File: src/rtl/core/cbc_pkg.sv
// Shared types and constants for the cartridge bank controller.
// No dependencies; used by cbc_bank_regs and cartridge_bank_controller_core.
package cbc_pkg;

  localparam int RAM_BANK_COUNT_DEF = 4;
  localparam int ROM_BANK_BITS_DEF  = 7;
  localparam int RAM_BANK_BYTES     = 8192;
  localparam int RAM_INDEX_W        = 15;
  localparam int ROM_ADDR_W         = 21;

  // Address windows selected by bus_address[15:13].
  localparam logic [2:0] WIN_RAM_ENABLE = 3'b000;
  localparam logic [2:0] WIN_ROM_LOW    = 3'b001;
  localparam logic [2:0] WIN_BANK_HIGH  = 3'b010;
  localparam logic [2:0] WIN_MODE       = 3'b011;
  localparam logic [2:0] WIN_CART_RAM   = 3'b101;

  // Read windows selected by bus_address[15:14].
  localparam logic [1:0] WIN_ROM_FIXED  = 2'b00;
  localparam logic [1:0] WIN_ROM_BANKED = 2'b01;

  localparam logic REQ_READ  = 1'b0;
  localparam logic REQ_WRITE = 1'b1;

  typedef enum logic [2:0] {
    RGN_FIXED_ROM  = 3'd0,
    RGN_BANKED_ROM = 3'd1,
    RGN_RAM        = 3'd2,
    RGN_RAM_OFF    = 3'd3,
    RGN_OTHER      = 3'd4
  } region_t;

  typedef struct packed {
    region_t                  region;
    logic [ROM_ADDR_W-1:0]    rom_addr;
    logic                     ram_rd;
    logic                     ram_wr;
    logic [RAM_INDEX_W-1:0]   ram_index;
  } cbc_access_t;

endpackage

File: src/rtl/core/cbc_bank_regs.sv
// Bank control registers and access decode for the cartridge bank controller.
// Depends on cbc_pkg.
module cbc_bank_regs #(
  parameter int RAM_BANK_COUNT = cbc_pkg::RAM_BANK_COUNT_DEF,
  parameter int ROM_BANK_BITS  = cbc_pkg::ROM_BANK_BITS_DEF
) (
  input  logic               clk,
  input  logic               rst,
  input  logic               upd,
  input  logic               req_type,
  input  logic [15:0]        bus_address,
  input  logic [7:0]         write_byte,
  output cbc_pkg::cbc_access_t acc
);

  logic [ROM_BANK_BITS-1:0] rom_bank, rom_bank_next;
  logic [1:0]               ram_bank, ram_bank_next;
  logic                     ram_banking_mode, ram_banking_mode_next;
  logic                     ram_enabled, ram_enabled_next;

  logic [6:0] rb_full;
  logic [6:0] rb_wide;
  logic [4:0] low5;
  logic [1:0] bank_eff;
  logic [2:0] win;

  assign rb_full = 7'(rom_bank);
  assign low5    = (write_byte[4:0] == 5'd0) ? 5'd1 : write_byte[4:0];
  assign win     = bus_address[15:13];

  // RAM bank wraps onto the banks that exist.
  always_comb begin
    if (RAM_BANK_COUNT == 1) begin
      bank_eff = 2'd0;
    end else if ({1'b0, ram_bank} >= 3'(RAM_BANK_COUNT)) begin
      bank_eff = 2'({1'b0, ram_bank} - 3'(RAM_BANK_COUNT));
    end else begin
      bank_eff = ram_bank;
    end
  end

  always_comb begin
    rom_bank_next         = rom_bank;
    ram_bank_next         = ram_bank;
    ram_banking_mode_next = ram_banking_mode;
    ram_enabled_next      = ram_enabled;
    rb_wide               = rb_full;
    if (req_type == cbc_pkg::REQ_WRITE) begin
      case (win)
        cbc_pkg::WIN_RAM_ENABLE: begin
          if (ram_banking_mode) begin
            ram_enabled_next = |(write_byte & 8'h0A);
          end
        end
        cbc_pkg::WIN_ROM_LOW: begin
          rb_wide       = {rb_full[6:5], low5};
          rom_bank_next = rb_wide[ROM_BANK_BITS-1:0];
        end
        cbc_pkg::WIN_BANK_HIGH: begin
          if (write_byte[1:0] != 2'd0) begin
            if (ram_banking_mode) begin
              ram_bank_next = write_byte[1:0];
            end else begin
              rb_wide       = {write_byte[1:0], rb_full[4:0]};
              rom_bank_next = rb_wide[ROM_BANK_BITS-1:0];
            end
          end
        end
        cbc_pkg::WIN_MODE: begin
          ram_banking_mode_next = write_byte[0];
        end
        default: begin
        end
      endcase
    end
  end

  always_ff @(posedge clk) begin
    if (rst) begin
      rom_bank         <= ROM_BANK_BITS'(1);
      ram_bank         <= 2'd0;
      ram_banking_mode <= 1'b0;
      ram_enabled      <= 1'b0;
    end else if (upd) begin
      rom_bank         <= rom_bank_next;
      ram_bank         <= ram_bank_next;
      ram_banking_mode <= ram_banking_mode_next;
      ram_enabled      <= ram_enabled_next;
    end
  end

  always_comb begin
    acc.region    = cbc_pkg::RGN_OTHER;
    acc.rom_addr  = '0;
    acc.ram_rd    = 1'b0;
    acc.ram_wr    = 1'b0;
    acc.ram_index = {bank_eff, bus_address[12:0]};
    if (win == cbc_pkg::WIN_CART_RAM) begin
      if (ram_enabled) begin
        acc.region = cbc_pkg::RGN_RAM;
        acc.ram_rd = (req_type == cbc_pkg::REQ_READ);
        acc.ram_wr = (req_type == cbc_pkg::REQ_WRITE);
      end else begin
        acc.region = cbc_pkg::RGN_RAM_OFF;
      end
    end else if (req_type == cbc_pkg::REQ_READ) begin
      if (bus_address[15:14] == cbc_pkg::WIN_ROM_FIXED) begin
        acc.region   = cbc_pkg::RGN_FIXED_ROM;
        acc.rom_addr = 21'(bus_address);
      end else if (bus_address[15:14] == cbc_pkg::WIN_ROM_BANKED) begin
        acc.region   = cbc_pkg::RGN_BANKED_ROM;
        acc.rom_addr = {rb_full, bus_address[13:0]};
      end
    end
  end

endmodule

File: config.mk
export PLATFORM = sky130hd
export DESIGN_NAME = cbc_bank_regs
export DESIGN_NICKNAME = d
export VERILOG_FILES = /design/src/rtl/core/cbc_pkg.sv /design/src/rtl/core/cbc_bank_regs.sv
export SDC_FILE = /design/constraint.sdc
export NUM_CORES = 1
export LEC_CHECK = 0
export ABC_AREA = 1
export CAP_MARGIN = 5
export CORE_MARGIN = 2
export CORE_UTILIZATION = 35
export DETAILED_ROUTE_END_ITERATION = 16
export DONT_BUFFER_PORTS = 1
export SLEW_MARGIN = 5
export SYNTH_ARGS = -nofsm -noshare
export SYNTH_HDL_FRONTEND = slang
export SYNTH_SLANG_ARGS = --single-unit
File: constraint.sdc
create_clock -name clk -period 1.65 [get_ports clk]
set_clock_uncertainty 0.05 [all_clocks]
set_input_delay 0.495 -clock clk [delete_from_list [all_inputs] [get_ports clk]]
set_output_delay 0.495 -clock clk [all_outputs]
set_load 0.01 [all_outputs]
==> impl_results.md <==
- Area of the multi-input gates: 480 sq um
- DR DRC count: 0
- Wire per inst: 11.0 microns
- Total gr overflow: 0
- Max-cap violations: 0
- Final Critical Period: 1570 ps
- Sum Neg Setup Slack: 0 ps
- Top-count cell post-synth: nor2_1
- Final worst slack: 80.5 ps
- Peak VDD IR: 0.473 mV
- Initial Utilization: 0.363
- Crit path arrival time: 1020 ps
- Synth Cell Area: 882 sq um
- # fillers: 299
- Power per cell area: 639 nW/um^2
- Top cells by count, synth: nor2_1 (45), nand2_1 (39), buf_4 (14), inv_1 (13), dfxtp_1 (11)
- GRT Total Usage: 0.133
- Hold Slack: 242 ps
- Vias: 808
- Vias in the first global route: 709
- Reported leakage power: 0.372 nW
- CTS H-tree depth: 1
- Syn_nets: 181
- Synthesized flop and latch total: 11
- Critical path startpoint category: input pin
- Clk slew on worst S/H paths: 70 ps
- Drt via density: 4.70
- Number of nets with antenna violations after routing: 0
- Setup slack at placement: 64.5 ps
- Largest area contributor in the netlist: dfxtp_1
- Post-CTS Hold Buffers: 0
- Worst Setup Path Type: in2out
- Setup bufs post-CTS: 0
- Tot Pwr: 0.539 mW
- # diodes: 0
- Fraction of layout cells with a size suffix above 1: 0.148
- Final setup viols: 0
- Global-route wire length before repair: 2900 microns
- Total area of sequential cells: 220 sq um
- Worst Setup End Kind: primary output
- Cell Rows: 18
- CTS Buf Count: 3
- Die Wd: 54.2 microns
- Synth unique cells: 20
- Post-synth top area share: 0.250
- Post-CTS sizing: 0
- Transition time of the tightest slew-check pin: 345 ps
- Slew headroom: 0.770
- Post-synthesis sequential area ratio: 0.250
- Hold Vio Cnt, Final: 0
- CORE AREA: 2430 sq um
- I/O pins: 69
- Post-DP HPWL: 1550 microns
- Top post-synthesis cells by area: dfxtp_1 (25%), nor2_1 (19%), nand2_1 (17%)
- Die Y: 54.2 microns
- Most frequently used flop master after synthesis: dfxtp_1
- Clk_lat worst skew: 260 ps
- Fmax achieved: 637 MHz
- Bufs on Longest Clock Path: 2
- Final #Nets: 171
- WL final: 1890 microns
- Count of final max-slew check failures: 0
- First-pass DRT Iterations: 4
- Mapped Cells: 153
- Min-delay worst type: in2reg
- CTS Root Cell: clkbuf_4
- Syn avg cell area: 5.77 sq um
- Initial DRC Count: 11
- Area growth from synthesis to layout: -4.40%
- CTS Sinks: 11
- Status: completed
- Unrepaired setup endpoints after global routing: true
- Critical Path RT: 1100 ps
- CTS tree: yes
- Async SR Flop Fraction: 0
- Antenna violations before repair: 0
- Largest net degree at the start of global routing: 21
- Fin crit share: 0.951
- CP max FO: 8
- Routability cong.: 0.824
- I/O Buffers: 0
- Post-synth EDFFs: 0
- Synthesis Warnings: 0
- Die Area: 2940 sq um
layout make-up:
class,count,area share
tap,30,0.0445
timing repair buffer,1,0.00890
clock buffer,4,0.0312
multi-input combinational,107,0.570
sequential,11,0.261
inverter,19,0.0846
placed cells by master, fill, tap and decap left out, types with 2 or more instances in the layout:
cell      Yosys  final
nor2_1       45     45
nand2_1      39     39
inv_1        13     13
dfxtp_1      11     11
nand3_1       6      6
inv_2         5      5
o21ai_1       4      3
nor2_2        3      3
clkbuf_4      0      3
nor2_4        2      2
nor3_2        2      2
metrics by stage:
step | utilization | cell area, sq um | cells
global placement | 0.334 | 813 | 168
floorplan | - | 882 | 153
finish | 0.347 | 843 | 172
CTS | 0.345 | 840 | 172
global route | 0.347 | 843 | 172
detailed placement | 0.334 | 813 | 168
final timing paths:
check        depth (start not counted)             start         end  slack [ps]
max reg2reg                          6  ram_banking_mode  rb_full[6]         700
min                                  1               rst  rb_full[3]         240
max                                  3   bus_address[15]     acc[31]          80
min reg2reg                          2        rb_full[0]  rb_full[0]         430
critical path, stage by stage:
cell     delay (ps)
nor2_1           80
nand2_1         190
nor2_1          260
state kept, by name, indices dropped and copies added, names as in the netlist:
signal / count
ram_banking_mode: 1
ram_enabled: 1
rb_full: 7
bank_eff: 2
per-layer routing:
layer | up-vias | GRT usage | share of wire
li1 | 424 | - | -
met1 | 357 | 0.153 | 0.41
met2 | 25 | 0.235 | 0.50
met3 | 2 | 0.0583 | 0.086
met4 | 0 | 0.0125 | 0.0074
met5 | - | 0 | 0
kinds of logic (layout without fill, tap and decap cells):
kind of cell / Yosys count / after routing / share of synthesized area
AOI/OAI and AO/OA: 5 / 5 / 0.0284
buffers and inverters: 35 / 24 / 0.210
and+or+nand+nor: 102 / 102 / 0.512
DFF: 11 / 11 / 0.250
power breakdown:
part           switching (mW)  leakage (nW)  internal (mW)
clock network          0.0878        0.0150         0.0934
logic                  0.0598         0.268         0.0259
registers             0.00213        0.0889          0.269
(Power assumes the default switching activity.)
